**src/hdl/fifo_queue_with_key_search_core_defines.svh**
```systemverilog
// ----------------------------------------------------------------------------
// fifo queue with key search - assertion macros
// shared concurrent assertion forms used at the top level
// ----------------------------------------------------------------------------
`ifndef FIFO_QUEUE_WITH_KEY_SEARCH_CORE_DEFINES_SVH
`define FIFO_QUEUE_WITH_KEY_SEARCH_CORE_DEFINES_SVH

// same-cycle implication
`define FQKS_ASSERT_NOW(label, clk, rst, ante, cons) \
   label: assert property (@(posedge clk) disable iff (rst) (ante) |-> (cons)) \
      else $error("fqks assertion failed");

// next-cycle implication
`define FQKS_ASSERT_NEXT(label, clk, rst, ante, cons) \
   label: assert property (@(posedge clk) disable iff (rst) (ante) |=> (cons)) \
      else $error("fqks assertion failed");

`endif

```
**src/hdl/fqks_pkg.sv**
```systemverilog
// ----------------------------------------------------------------------------
// fqks_pkg
// types, sizes and opcodes shared by the fifo queue with key search
// ----------------------------------------------------------------------------
package fqks_pkg;

   localparam int DEPTH = 16;
   localparam int IDX_W = (DEPTH > 1) ? $clog2(DEPTH) : 1;
   localparam int CNT_W = $clog2(DEPTH + 1);
   localparam int POS_W = 5;
   localparam int KEY_W = 32;
   localparam int COND_W = 8;
   localparam int TIME_W = 32;

   localparam logic [1:0] OP_ENQUEUE = 2'd0;
   localparam logic [1:0] OP_DEQUEUE = 2'd1;
   localparam logic [1:0] OP_FIND    = 2'd2;

   typedef struct packed {
      logic [1:0]        opcode;
      logic [KEY_W-1:0]  key_id;
      logic [COND_W-1:0] condition_code;
      logic [TIME_W-1:0] admission_time;
   } req_type;

   typedef struct packed {
      logic             ok;
      logic             found;
      logic [POS_W-1:0] position;
      logic [POS_W-1:0] length;
      logic             empty_res;
      logic [KEY_W-1:0] head_key;
      logic [KEY_W-1:0] tail_key;
   } rsp_type;

   typedef struct packed {
      logic capture;
      logic exec;
      logic scan_step;
      logic stat_rd;
      logic load;
   } cmd_type;

   typedef struct packed {
      logic is_find;
      logic scan_done;
      logic out_free;
   } stat_type;

endpackage

```
**src/hdl/fqks_ctrl.sv**
```systemverilog
// ----------------------------------------------------------------------------
// fqks_ctrl
// sequencer for one operation: execute, optional key scan, status read, load
// ----------------------------------------------------------------------------
module fqks_ctrl (
   input  logic               clock,
   input  logic               reset,
   input  logic               req_valid,
   output logic               req_stall,
   input  fqks_pkg::stat_type stat,
   output fqks_pkg::cmd_type  cmd
);
   import fqks_pkg::*;

   typedef enum logic [2:0] {
      ST_IDLE,
      ST_EXEC,
      ST_SCAN,
      ST_STAT,
      ST_DONE
   } state_type;

   state_type state_ff;
   state_type state_in;
   logic      accept;

   assign req_stall = (state_ff != ST_IDLE);
   assign accept    = req_valid && !req_stall;

   always_comb begin
      state_in = state_ff;
      case (state_ff)
         ST_IDLE: begin
            if (accept) state_in = ST_EXEC;
         end
         ST_EXEC: begin
            state_in = stat.is_find ? ST_SCAN : ST_STAT;
         end
         ST_SCAN: begin
            if (stat.scan_done) state_in = ST_STAT;
         end
         ST_STAT: begin
            state_in = ST_DONE;
         end
         ST_DONE: begin
            if (stat.out_free) state_in = ST_IDLE;
         end
         default: begin
            state_in = ST_IDLE;
         end
      endcase
   end

   always_comb begin
      cmd           = '0;
      cmd.capture   = accept;
      cmd.exec      = (state_ff == ST_EXEC);
      cmd.scan_step = (state_ff == ST_SCAN);
      cmd.stat_rd   = (state_ff == ST_STAT);
      cmd.load      = (state_ff == ST_DONE) && stat.out_free;
   end

   always_ff @(posedge clock) begin
      if (reset) begin
         state_ff <= ST_IDLE;
      end else begin
         state_ff <= state_in;
      end
   end

endmodule

```
**src/hdl/fqks_datapath.sv**
```systemverilog
// ----------------------------------------------------------------------------
// fqks_datapath
// record ring memories, pointers, key scan compare and result register
// ----------------------------------------------------------------------------
module fqks_datapath (
   input  logic               clock,
   input  logic               reset,
   input  fqks_pkg::req_type  req_data,
   input  fqks_pkg::cmd_type  cmd,
   output fqks_pkg::stat_type stat,
   input  logic               rsp_stall,
   output logic               rsp_valid,
   output fqks_pkg::rsp_type  rsp_data
);
   import fqks_pkg::*;

   function automatic logic [IDX_W-1:0] ring_next(input logic [IDX_W-1:0] i);
      return (i == IDX_W'(DEPTH - 1)) ? '0 : i + 1'b1;
   endfunction

   function automatic logic [IDX_W-1:0] ring_prev(input logic [IDX_W-1:0] i);
      return (i == '0) ? IDX_W'(DEPTH - 1) : i - 1'b1;
   endfunction

   logic [KEY_W-1:0]  key_mem  [DEPTH];
   logic [COND_W-1:0] cond_mem [DEPTH];
   logic [TIME_W-1:0] time_mem [DEPTH];

   req_type           req_ff;
   logic [IDX_W-1:0]  head_ff, head_in;
   logic [IDX_W-1:0]  tail_ff, tail_in;
   logic [CNT_W-1:0]  count_ff, count_in;
   logic [IDX_W-1:0]  scan_idx_ff, scan_idx_in;
   logic [CNT_W-1:0]  scan_num_ff, scan_num_in;
   logic              cmp_vld_ff, cmp_vld_in;
   logic              ok_ff, ok_in;
   logic              found_ff, found_in;
   logic [CNT_W-1:0]  pos_ff, pos_in;
   logic [KEY_W-1:0]  rd_a_ff;
   logic [KEY_W-1:0]  rd_b_ff;
   logic              rsp_valid_ff, rsp_valid_in;
   rsp_type           rsp_ff, rsp_in;

   logic              full;
   logic              empty;
   logic              wr_en;
   logic              hit;
   logic              issue;
   logic              rd_en_a;
   logic [IDX_W-1:0]  rd_addr_a;

   assign full  = (count_ff == CNT_W'(DEPTH));
   assign empty = (count_ff == '0);
   assign wr_en = cmd.exec && (req_ff.opcode == OP_ENQUEUE) && !full;
   assign hit   = cmp_vld_ff && (rd_a_ff == req_ff.key_id);
   assign issue = cmd.scan_step && !hit && (scan_num_ff != count_ff);

   assign rd_en_a   = cmd.stat_rd || issue;
   assign rd_addr_a = cmd.stat_rd ? head_ff : scan_idx_ff;

   assign stat.is_find   = (req_ff.opcode == OP_FIND);
   assign stat.scan_done = hit || (scan_num_ff == count_ff);
   assign stat.out_free  = !rsp_valid_ff || !rsp_stall;

   assign rsp_valid = rsp_valid_ff;
   assign rsp_data  = rsp_ff;

   always_comb begin
      head_in     = head_ff;
      tail_in     = tail_ff;
      count_in    = count_ff;
      scan_idx_in = scan_idx_ff;
      scan_num_in = scan_num_ff;
      cmp_vld_in  = 1'b0;
      ok_in       = ok_ff;
      found_in    = found_ff;
      pos_in      = pos_ff;

      if (cmd.exec) begin
         ok_in       = 1'b0;
         found_in    = 1'b0;
         pos_in      = '0;
         scan_idx_in = head_ff;
         scan_num_in = '0;
         case (req_ff.opcode)
            OP_ENQUEUE: begin
               if (!full) begin
                  tail_in  = ring_next(tail_ff);
                  count_in = count_ff + 1'b1;
                  ok_in    = 1'b1;
               end
            end
            OP_DEQUEUE: begin
               if (!empty) begin
                  head_in  = ring_next(head_ff);
                  count_in = count_ff - 1'b1;
                  ok_in    = 1'b1;
               end
            end
            default: begin
            end
         endcase
      end

      if (cmd.scan_step && hit) begin
         ok_in    = 1'b1;
         found_in = 1'b1;
         pos_in   = scan_num_ff;
      end

      if (issue) begin
         scan_idx_in = ring_next(scan_idx_ff);
         scan_num_in = scan_num_ff + 1'b1;
         cmp_vld_in  = 1'b1;
      end
   end

   always_comb begin
      rsp_in           = rsp_ff;
      rsp_valid_in     = rsp_valid_ff && rsp_stall;
      if (cmd.load) begin
         rsp_valid_in       = 1'b1;
         rsp_in.ok          = ok_ff;
         rsp_in.found       = found_ff;
         rsp_in.position    = POS_W'(pos_ff);
         rsp_in.length      = POS_W'(count_ff);
         rsp_in.empty_res   = empty;
         rsp_in.head_key    = empty ? '0 : rd_a_ff;
         rsp_in.tail_key    = empty ? '0 : rd_b_ff;
      end
   end

   always_ff @(posedge clock) begin
      if (reset) begin
         head_ff      <= '0;
         tail_ff      <= '0;
         count_ff     <= '0;
         cmp_vld_ff   <= 1'b0;
         rsp_valid_ff <= 1'b0;
      end else begin
         head_ff      <= head_in;
         tail_ff      <= tail_in;
         count_ff     <= count_in;
         cmp_vld_ff   <= cmp_vld_in;
         rsp_valid_ff <= rsp_valid_in;
      end
   end

   always_ff @(posedge clock) begin
      if (cmd.capture) req_ff <= req_data;
      scan_idx_ff <= scan_idx_in;
      scan_num_ff <= scan_num_in;
      ok_ff       <= ok_in;
      found_ff    <= found_in;
      pos_ff      <= pos_in;
      rsp_ff      <= rsp_in;
   end

   // record ring: one write port, two registered key read ports
   always_ff @(posedge clock) begin
      if (wr_en) begin
         key_mem[tail_ff]  <= req_ff.key_id;
         cond_mem[tail_ff] <= req_ff.condition_code;
         time_mem[tail_ff] <= req_ff.admission_time;
      end
      if (rd_en_a) rd_a_ff <= key_mem[rd_addr_a];
      if (cmd.stat_rd) rd_b_ff <= key_mem[ring_prev(tail_ff)];
   end

endmodule

```
**src/hdl/fifo_queue_with_key_search_core.sv**
```systemverilog
// ----------------------------------------------------------------------------
// fifo_queue_with_key_search_core
// bounded record queue with enqueue, dequeue and find-by-key operations
// ----------------------------------------------------------------------------
// One request beat is taken at a time and yields one response beat. Enqueue,
// dequeue and the unused opcode step from accept through execute, a status
// read of the head and rear keys, and the load of the response register,
// which waits until the output register is free. A find adds a scan of the
// key memory from the head, one record per cycle through its single scan read
// port, plus a last compare; the scan ends early when the key is hit. A new
// request is taken while an earlier response still waits in the output
// register; its result is held until that response is taken.
module fifo_queue_with_key_search_core (
   input  logic              clock,
   input  logic              reset,
   input  logic              req_valid,
   output logic              req_stall,
   input  fqks_pkg::req_type req_data,
   output logic              rsp_valid,
   input  logic              rsp_stall,
   output fqks_pkg::rsp_type rsp_data
);
   import fqks_pkg::*;

`include "fifo_queue_with_key_search_core_defines.svh"

   cmd_type  cmd;
   stat_type stat;

   fqks_ctrl u_ctrl (
      .clock     (clock),
      .reset     (reset),
      .req_valid (req_valid),
      .req_stall (req_stall),
      .stat      (stat),
      .cmd       (cmd)
   );

   fqks_datapath u_datapath (
      .clock     (clock),
      .reset     (reset),
      .req_data  (req_data),
      .cmd       (cmd),
      .stat      (stat),
      .rsp_stall (rsp_stall),
      .rsp_valid (rsp_valid),
      .rsp_data  (rsp_data)
   );

   // busy after every accepted beat
   `FQKS_ASSERT_NEXT(a_busy_after_accept, clock, reset, req_valid && !req_stall, req_stall)

   // empty response reports zero length and zero keys
   `FQKS_ASSERT_NOW(a_empty_status, clock, reset, rsp_valid && rsp_data.empty_res, (rsp_data.length == '0) && (rsp_data.head_key == '0) && (rsp_data.tail_key == '0))

   // found key lies inside the queue
   `FQKS_ASSERT_NOW(a_found_position, clock, reset, rsp_valid && rsp_data.found, rsp_data.ok && (rsp_data.position != '0) && (rsp_data.position <= rsp_data.length))

endmodule
```
**config.mk**
```make
export PLATFORM = sky130hd
export DESIGN_NAME = fifo_queue_with_key_search_core
export DESIGN_NICKNAME = d
export VERILOG_FILES = /design/src/hdl/fqks_pkg.sv /design/src/hdl/fqks_ctrl.sv /design/src/hdl/fqks_datapath.sv /design/src/hdl/fifo_queue_with_key_search_core.sv
export VERILOG_INCLUDE_DIRS = /design/src /design/src/hdl
export SDC_FILE = /design/constraint.sdc
export NUM_CORES = 1
export LEC_CHECK = 0
export BUFFER_PORTS_ARGS = -buffer_cell sky130_fd_sc_hd__buf_2
export CORE_AREA = 2 2 301 303
export CTS_CLUSTER_DIAMETER = 200
export DETAILED_ROUTE_END_ITERATION = 10
export DIE_AREA = 0 0 303 305
export PLACE_DENSITY = 0.47
export SKIP_LAST_GASP = 1
export SYNTH_ARGS = -nofsm -noshare
export SYNTH_HDL_FRONTEND = slang
export SYNTH_SLANG_ARGS = --single-unit
```
**constraint.sdc**
```tcl
create_clock -name clock -period 5.5 [get_ports clock]
set_input_delay 0.55 -clock clock [delete_from_list [all_inputs] [get_ports clock]]
set_output_delay 0.55 -clock clock [all_outputs]
set_load 0.02 [all_outputs]
```
# Yosys cells after proc, flatten, opt, wreduce, memory -nomap -nowiden
# Memory sizes are Yosys's and may differ from the RTL's. A register that Yosys moved wholly into a read port is not among the register bits.
# Cells that the tools add are included.
# totals
mem_bits_rw	512
word_cells	102
n_memories	1
input_bits	78
regBits	145
# classes
reduce_logical	29
bitwise_logic	2
mux	25
eq_ne	18
n_addsub	7
# mem_list
memory	words	word_bits	read_ports	rd_ports_with_merged_regs	wr	line_no	text
u_datapath.key_mem	16	32	2	2	1	fqks_datapath.sv:25	logic [KEY_W-1:0] key_mem [DEPTH];
# op_table
cell	n
32-bit == test	1
4-bit two-way mux	7
5-bit two-way mux	5
3-bit one-hot mux with 5 select lines	1
4-bit by 1-bit adder with 4-bit output (second input constant)	3
4-bit == test (second input constant)	3
5-bit by 1-bit adder with 5-bit output (second input constant)	2
5-bit one-hot mux with 2 select lines	1
1-bit logical AND	9
3-bit two-way mux	3
3-bit AND reduction	3
1-bit two-way mux	7
3-bit by 2-bit == test with 1-bit output (second input constant)	2
2-bit inequality test (second input constant)	3
2-bit nonzero test	3
5-bit == test	1
5-bit == test (second input constant)	1
1-bit logical NOT	5
5-bit logical NOT	1
5-bit inequality test	1
5-bit by 1-bit subtractor with 5-bit output (second input constant)	1
4-bit logical NOT	1
2-bit by 1-bit inequality test with 1-bit output (second input constant)	2
4-bit AND reduction	1
11 further kinds	14

# Logic depth before layout (Yosys ltp)
# Gate-level depths: netlist (run 1).
# logic_depth
ltp_word	6
ltp_mapped	9
mapped_depth_nobuf	9

# Modules after synthesis
# A second synthesis (run 1) with hierarchy kept.
# hier_totals
hier_cells	1707
hier_area_um2	31458.9
# modules_own_cells
mod	seq_area_each_um2	cells_each	n_inst	area_each_um2
fqks_datapath	21390.5	1688	1	31266.2
fqks_ctrl	60.1	19	1	192.7

# Worst setup path before layout (run 1)
# Ideal clock, no wire load.
# synth_timing
path_type	reg-to-reg
start	register u_ctrl.state_ff[0]
end	register u_datapath.rsp_ff (netlist bit u_datapath.rsp_data[0]) (enable)
required_ns	4.962
setup_time_ns	0.538
setup_slack_ns	0.660
t_arrival_ns	4.302
stages_incl_launch_ff	4
n_path_buf	0
synth_period_minus_slack_ns	4.840
cell_sequence	dfxtp_1 nor2_1 nand2_1 a21oi_1
# synth_rtl
item	line_no	text
start: declaration	fqks_ctrl.sv:23	state_type state_ff;
start signal: assignment	fqks_ctrl.sv:67	state_ff <= state_in;
end signal: assignment	fqks_datapath.sv:156	rsp_ff <= rsp_in;
end: declaration	fqks_datapath.sv:42	rsp_type rsp_ff, rsp_in;

# Worst setup path after layout (run 1)
# layout_timing
start	register u_datapath.req_ff[68] (netlist name)
end	register u_datapath.rd_a_ff[16] (read register of u_datapath.key_mem) (enable)
# layout_between
elab_chain_cells	6
# layout_rtl
item	line_no	text
start: declaration	fqks_datapath.sv:29	req_type req_ff;
start signal: assignment	fqks_datapath.sv:150	if (cmd.capture) req_ff <= req_data;
32-bit == test	fqks_datapath.sv:55	assign hit = cmp_vld_ff && (rd_a_ff == req_ff.key_id);
1-bit logical AND	fqks_datapath.sv:55	
1-bit logical NOT	fqks_datapath.sv:56	assign issue = cmd.scan_step && !hit && (scan_num_ff != count_ff);
1-bit logical AND (2 in a row)	fqks_datapath.sv:56	
1-bit logical OR	fqks_datapath.sv:58	assign rd_en_a = cmd.stat_rd || issue;
net u_datapath.rd_en_a	fqks_datapath.sv:49	logic rd_en_a;
end: declaration	fqks_datapath.sv:39	logic [KEY_W-1:0] rd_a_ff;
# The timed path passes the listed nets, and every way through them passes these cells.
# A chain may end at the register's enable or synchronous reset.

==> results of run 1 <==
[routing by layer]
metal,share of wire,routed length (um),global-route usage,vias to the layer above
li1,-,-,-,7513
met1,0.44,40970,0.2834,9193
met2,0.48,44180,0.3207,532
met3,0.055,5067,0.02965,123
met4,0.020,1881,0.05029,2
met5,0.00014,13,0,-
[stage by stage]
stage | instance area (um2) | power [W] | setup slack [ns]
after detailed placement | 33240 | 0.01177 | 1.508
after CTS | 35830 | 0.01717 | 1.524
after global routing | 35830 | 0.01768 | 1.369
after floorplan | 30960 | 0.01009 | 0.6605
final | 35830 | 0.01698 | 1.458
after global placement | 33240 | 0.01174 | 1.509
[layout make-up]
class                   instances  area (um2)
fillers                      8107       53490
flip-flops and latches        721       21450
multi-input cells             924        9241
clock buffers                 103        2216
well taps                    1176        1471
repair buffers                169        1041
clock inverters                45       380.4
inverters                       9       33.78
[power groups by stage]
stage | combinational [W] | sequential (W) | clock [W]
2_1_floorplan | 0.00276 | 0.00733 | 0
3_3_place_gp | 0.00426 | 0.00749 | 0
3_5_place_dp | 0.00426 | 0.00751 | 0
4_1_cts | 0.00428 | 0.00740 | 0.00549
5_1_grt | 0.00451 | 0.00746 | 0.00571
6_report | 0.00422 | 0.00739 | 0.00536
[cell families (layout without fill, tap and decap cells)]
logic type      Yosys count  after routing  synth area share
fa+ha+maj                12             12          0.005092
compound gates          227            227           0.04894
flops                   721            721            0.6928
xor+xnor                 49             49           0.01386
mux                     397            397            0.1812
simple gates            239            239           0.04162
buf+inv                 118            326           0.01649
[worst min path at each step]
| stage | cells after the start | slack, ns | startpoint | endpoint |
|---|---|---|---|---|
| after floorplan | 0 | 0.40 | u_datapath.pos_ff[0] | u_datapath.rsp_data[70] |
| after global placement | 0 | 0.42 | u_datapath.pos_ff[0] | u_datapath.rsp_data[70] |
| after detailed placement | 0 | 0.41 | u_datapath.pos_ff[0] | u_datapath.rsp_data[70] |
| after CTS | 1 | 0.05 | req_data[42] | u_datapath.req_ff[42] |
| after global routing | 1 | 0.06 | req_data[53] | u_datapath.req_ff[53] |
| final | 1 | 0.09 | req_data[52] | u_datapath.req_ff[52] |
[sequential cells by signal, summed over array words and instances, names as in the netlist, 3 cells and up]
name,count
u_datapath.scan_idx_ff,4
u_datapath.pos_ff,5
u_datapath.tail_ff,4
u_datapath.head_ff,4
u_datapath.rd_b_ff,32
u_datapath.count_ff,5
u_datapath.req_ff,34
u_ctrl.state_ff,3
u_datapath.key_mem,512
u_datapath.scan_num_ff,5
u_datapath.rd_a_ff,32
u_datapath.rsp_data,77
[cells in the mapped netlist (all sizes together)]
library cell	instances	share of area
fa	1	0.00065
buf	54	0.0087
ha	11	0.0044
and3	1	0.00020
o22ai	128	0.026
mux2i	264	0.086
or3b	1	0.00028
inv	9	0.0011
a21o	4	0.00097
o32a	1	0.00032
mux4	128	0.093
nand4	9	0.0018
a2111oi	1	0.00032
nor4	3	0.00061
clkbuf	55	0.0067
mux2	5	0.0019
o32ai	1	0.00028
o2111a	1	0.00036
nand2	51	0.0062
and2	5	0.0010
nor3	10	0.0018
a2111o	1	0.00036
a22oi	65	0.016
xnor2	40	0.011
o21a	2	0.00048
or3	4	0.00081
nor2	43	0.0052
xor2	9	0.0025
a31oi	4	0.00081
or4	32	0.0078
nor2b	69	0.014
edfxtp	701	0.68
o21ai	6	0.00097
dfxtp	20	0.013
a211oi	2	0.00065
nand2b	2	0.00040
nand3	7	0.0011
a21oi	11	0.0018
nand3b	2	0.00048
[critical path: stages, from the launching register on]
cell and delay, ns:
edfxtp_1 0.63, xnor2_1 0.50, nand4_1 0.20, nor4_1 0.78
nand4_1 0.51, nand2_1 0.56, nand2_2 0.08, buf_4 0.37
[cells in the final DEF (no fill, tap or decap), types with 3 or more instances in the layout]
cell / netlist / layout
buf_4: 0 / 48
nor3_2: 1 / 5
nor4_1: 3 / 3
dfxtp_1: 20 / 20
buf_12: 0 / 5
clkinv_2: 0 / 13
nor2_4: 0 / 17
o21ai_0: 6 / 6
buf_2: 48 / 116
edfxtp_1: 701 / 701
mux2i_1: 262 / 261
mux2_2: 4 / 4
a21o_1: 4 / 4
nor2_1: 43 / 26
clkinvlp_4: 0 / 4
clkbuf_1: 55 / 17
mux2i_4: 2 / 3
a22oi_1: 65 / 65
mux4_2: 128 / 128
nand3_1: 7 / 5
bufinv_16: 0 / 6
clkinv_1: 0 / 19
clkbuf_16: 0 / 86
inv_1: 9 / 8
nand4_1: 9 / 9
ha_1: 11 / 10
nor2b_1: 69 / 68
nand2_2: 0 / 5
nor3_1: 9 / 5
o22ai_1: 128 / 128
xor2_1: 9 / 9
nand2_1: 51 / 46
xnor2_1: 40 / 40
a31oi_1: 4 / 4
and2_1: 5 / 5
or4_1: 32 / 32
a21oi_1: 11 / 9
==> results.py, run 1 <==
metrics = {
    "run_status": {
        "violations_in_the_final_reports": "design-rule violations",
        "status": "complete, but fails checks",
    },
    "yosys": {
        "mappedNetlistArea_mm2": 0.03096,
        "ys_seq_area_frac": 0.6928,
        "yosys.cell_types.count": 45,
        "mappedNetlistNets": 1853,
        "syn-instance-count": 1763,
        "postSynthAreaPerCell_um2": 17.56,
        "yosys_warnings": 0,
        "synth_seq_cells": 721,
    },
    "worst_setup_path": {
        "timing.critical_path.from": "u_datapath.req_ff[68]",
        "worstPathRequired_ns": 5.77,
        "worst-path-max-fanout": 32,
        "crit-reg2reg-capture": "u_datapath.rd_a_ff[16]",
        "crit_path_start_kind": "flip-flop",
        "register_to_register_setup_slack_ns": 1.46,
        "rr_startpoint": "u_datapath.req_ff[68]",
        "critical_path_class": "reg2reg",
        "end_kind": "flip-flop",
        "crit_end": "u_datapath.rd_a_ff[16]",
        "r2r.worst_path.cells": 7,
        "worstPathArrival_ns": 4.32,
    },
    "clock_tree": {
        "post_cts.resized_instances": 0,
        "clock_latency_ns": 0.64,
        "cts-buffers-inserted": 83,
        "tritoncts": "built",
        "clk_pin_slew_ns": 0.06,
        "max-clock-path-buffers": 3,
        "clock_sinks": 721,
        "postCtsHoldBufs": 0,
        "cts_root_buffer": "clkbuf_16",
        "htree_levels": 3,
        "cts_setup_buffers": 0,
    },
    "sta": {
        "report.final.setup_viol": 0,
        "final_cycle_utilization_of_the_critical_path": 0.7349,
        "max_freq_mhz": 247.4,
        "final.setup_skew_ns": 0.03165,
        "number_of_max_slew_violations_in_the_final_report": 0,
        "final.setup.tns_ns": 0,
        "grt_setup_unrepaired": "false",
        "worst_pin_slew_ns": 1.105,
        "max-slew-margin-rel": 0.2617,
        "hold_viol": 0,
        "holdWs_ns": 0.08585,
        "period_minus_slack_ns": 4.042,
    },
    "placement": {
        "numPortBuffers": 116,
        "placed_cells": 2999,
        "post_dp_hpwl_mm": 51.53,
        "place_congestion": 0.7412,
    },
    "routing": {
        "length_of_the_first_detailed_routing_pass_in_iterations": 10,
        "vias": 17360,
        "drtAntennaViolNets": 0,
        "drt-total-wl_mm": 92.11,
        "wire_per_inst_um": 29.27,
        "vias_per_cell": 5.517,
        "drt_drc_violations_left": 4,
        "drt_iter0_markers": 1605,
    },
    "power": {
        "power.clock.fraction": 0.316,
        "p_leak_nw": 12.23,
        "power_density_mw_per_mm2": 473.8,
        "vdd.ir_drop.worst_uv": 387.3,
        "seqPwrFrac": 0.436,
        "switching_power_w": 0.005381,
        "sw_frac_of_total": 0.3169,
        "cellInternalPower_w": 0.01160,
        "comb_power_share": 0.249,
    },
    "global_routing": {
        "grt_usage": 0.1995,
        "grt_first_pass_wirelength_mm": 130.9,
        "number_of_antenna_violations_at_the_first_check_in_global_routing": 1,
        "grt_pass1_vias": 17840,
        "grt_max_degree": 87,
        "grt-ovfl-total": 0,
    },
    "cells_and_area": {
        "syn2layout_area_growth_pct": 15.74,
        "final_std_cells_w_o_fill": 3147,
        "final_net_count": 1998,
        "antenna_cells_inserted": 0,
        "utilization": 0.4012,
        "layout-drive-gt1-share": 0.2314,
    },
    "floorplanning": {
        "fp-row-count": 110,
        "die_w_um": 303,
        "floorplan.die_area_mm2": 0.09242,
        "top_level_ports": 157,
        "chipHeight_um": 305,
        "initial_cell_density_of_the_core": 0.3466,
        "core_region_area_mm2": 0.08932,
    },
    "min_path": {
        "tightest_hold_check_type": "in2reg",
    },
    "flow_run": {
        "drv_cap": 0,
    },
}
Note: power is estimated with default switching activity, not from simulation.
==> run 2, diff against run 1 <==
Clock period 5.5 ns to 4.1 ns, I/O delays scaled along.
==> run 2 against run 1 <==
The flow still finishes with violations (design-rule violations); hold slack got worse by 0.040 ns; setup slack got worse by 0.78 ns; design area rose by 2.7%; via count up 0.78%; sequential power is 34% higher; first-iteration DRC count down 12%; routed wire length fell by 3.1%; clock skew is 0.0087 ns lower; clock power increased by 32%; sequential share of layout area is 1.6 points lower.
==> results.py, run 2 (synthesized netlist as in run 1, its figures left out) <==
metrics = {
    "cells_and_area": {
        "antenna_cells_inserted": 0,
        "syn2layout_area_growth_pct": 18.87,
        "layout_commonest_cell": "edfxtp_1",
        "largestRegisters": "u_datapath.key_mem (512), u_datapath.rsp_data (77), u_datapath.req_ff (34)",
        "register_name_with_the_most_flops": "u_datapath.key_mem",
        "largest_reg_flops": 512,
        "layout-drive-gt1-share": 0.2403,
        "fillers": 7984,
        "final_net_count": 2065,
        "stdcell_area_mm2": 0.03680,
        "layout_common_cells": "701 x edfxtp_1, 261 x mux2i_1, 128 x mux4_2, 128 x o22ai_1, 116 x buf_2",
    },
    "clock_tree": {
        "cts_setup_buffers": 0,
        "cts-buffers-inserted": 85,
        "clk_pin_slew_ns": 0.06,
        "clock_sinks": 721,
        "clock_latency_ns": 0.63,
        "htree_levels": 3,
        "max-clock-path-buffers": 3,
        "cts_root_buffer": "clkbuf_16",
        "post_cts.resized_instances": 0,
        "tritoncts": "built",
    },
    "power": {
        "power_density_mw_per_mm2": 621.8,
        "vdd.ir_drop.worst_uv": 352.8,
        "p_leak_nw": 12.63,
    },
    "run_status": {
        "status": "complete, but fails checks",
        "violations_in_the_final_reports": "design-rule violations",
    },
    "routing": {
        "vias_per_cell": 5.450,
        "vias": 17500,
        "drt_drc_violations_left": 3,
        "drtAntennaViolNets": 0,
        "length_of_the_first_detailed_routing_pass_in_iterations": 10,
        "drt_iter0_markers": 1411,
        "drt-total-wl_mm": 89.28,
        "wire_per_inst_um": 27.80,
    },
    "global_routing": {
        "grt_pass1_vias": 18170,
        "global_route.usage.met2": 0.3122,
        "number_of_antenna_violations_at_the_first_check_in_global_routing": 1,
        "gr-max-usage-layer": "met2",
        "groute.layer.met3.usage": 0.02709,
        "grt_usage": 0.1932,
        "grt_max_degree": 57,
        "grt-ovfl-total": 0,
        "grt_first_pass_wirelength_mm": 127.8,
        "grt_util_met1": 0.2708,
    },
    "sta": {
        "hold_viol": 0,
        "final.setup_skew_ns": 0.02290,
        "number_of_max_slew_violations_in_the_final_report": 0,
        "grt_setup_unrepaired": "false",
        "period_minus_slack_ns": 3.419,
        "report.final.setup_viol": 0,
        "worst_pin_slew_ns": 0.9228,
        "max_freq_mhz": 292.5,
        "final_cycle_utilization_of_the_critical_path": 0.8339,
        "max-slew-margin-rel": 0.3848,
        "final.setup.tns_ns": 0,
    },
    "floorplanning": {
        "chipHeight_um": 305,
        "initial_cell_density_of_the_core": 0.3466,
        "floorplan.die_area_mm2": 0.09242,
        "die_w_um": 303,
        "core_region_area_mm2": 0.08932,
        "top_level_ports": 157,
        "fp-row-count": 110,
    },
    "worst_setup_path": {
        "worst-path-max-fanout": 17,
        "critical_path_class": "reg2reg",
        "crit_path_start_kind": "flip-flop",
        "worstPathRequired_ns": 4.38,
        "worstPathArrival_ns": 3.70,
        "end_kind": "flip-flop",
        "r2r.worst_path.cells": 7,
    },
    "flow_run": {
        "drv_cap": 0,
    },
    "placement": {
        "numPortBuffers": 116,
        "place_congestion": 0.7652,
        "place_area_mm2": 0.03392,
        "post_dp_hpwl_mm": 52.18,
    },
    "min_path": {
        "worst_hold_path.num_cells": 1,
        "tightest_hold_check_type": "in2reg",
    },
}
run 2: worst paths after layout:
kind,from,to,slack (ns)
setup / recovery,u_datapath.req_ff[49],u_datapath.scan_num_ff[3],0.68
hold / removal,req_data[40],u_datapath.req_ff[40],0.05
setup reg to reg,u_datapath.req_ff[49],u_datapath.scan_num_ff[3],0.68
hold reg to reg,u_datapath.pos_ff[1],u_datapath.rsp_data[71],0.42
run 2: final cells by class:
| cell class | count | area [um2] | share of cell area |
|---|---|---|---|
| Inverter | 9 | 33.78 | 0.0009179 |
| Sequential cell | 721 | 21450 | 0.5828 |
| Clock inverter | 44 | 336.6 | 0.009145 |
| Multi-Input combinational cell | 924 | 9259 | 0.2516 |
| Tap cell | 1176 | 1471 | 0.03998 |
| Clock buffer | 103 | 2216 | 0.06021 |
| Timing Repair Buffer | 234 | 2037 | 0.05535 |
run 2: per-layer routing:
layer | wire (um) | share of wire | vias up
met5 | 0 | 0 | -
met3 | 3873 | 0.043 | 137
li1 | - | - | 7645
met1 | 40350 | 0.45 | 9260
met4 | 2182 | 0.024 | 0
met2 | 42870 | 0.48 | 457
run 2: through the flow:
step / util / total power, W / worst slack [ns] / instances / hold slack, ns
3_5_place_dp: 0.3798 / 0.01604 / 0.5956 / 3031 / 0.4093
4_1_cts: 0.4120 / 0.02318 / 0.5795 / 3211 / 0.008492
3_3_place_gp: 0.3798 / 0.01598 / 0.6272 / 3031 / 0.4045
2_1_floorplan: - / 0.01353 / 0.4986 / 1763 / 0.4003
6_report: 0.4120 / 0.02289 / 0.6812 / 3211 / 0.04544
5_1_grt: 0.4120 / 0.02386 / 0.4502 / 3211 / 0.02816
run 2: timing repair:
item	4_1_cts	5_1_grt
hold buffers	33	0
endpoints found under the hold margin	33	0
endpoints found under the setup margin	0	0
run 2: report_power, final:
part	internal, W	switching [W]
clock	0.00408	0.00299
sequential	0.00924	0.000641
combinational	0.00235	0.00358
run 2: worst max-delay path: stages, from the launching register on:
cell and delay [ns]:
edfxtp_1 0.63, xnor2_1 0.38, nand4_1 0.28, nor4_1 0.45
buf_4 0.20, nand4_1 0.25, nand2_1 0.50, nand2_1 0.38
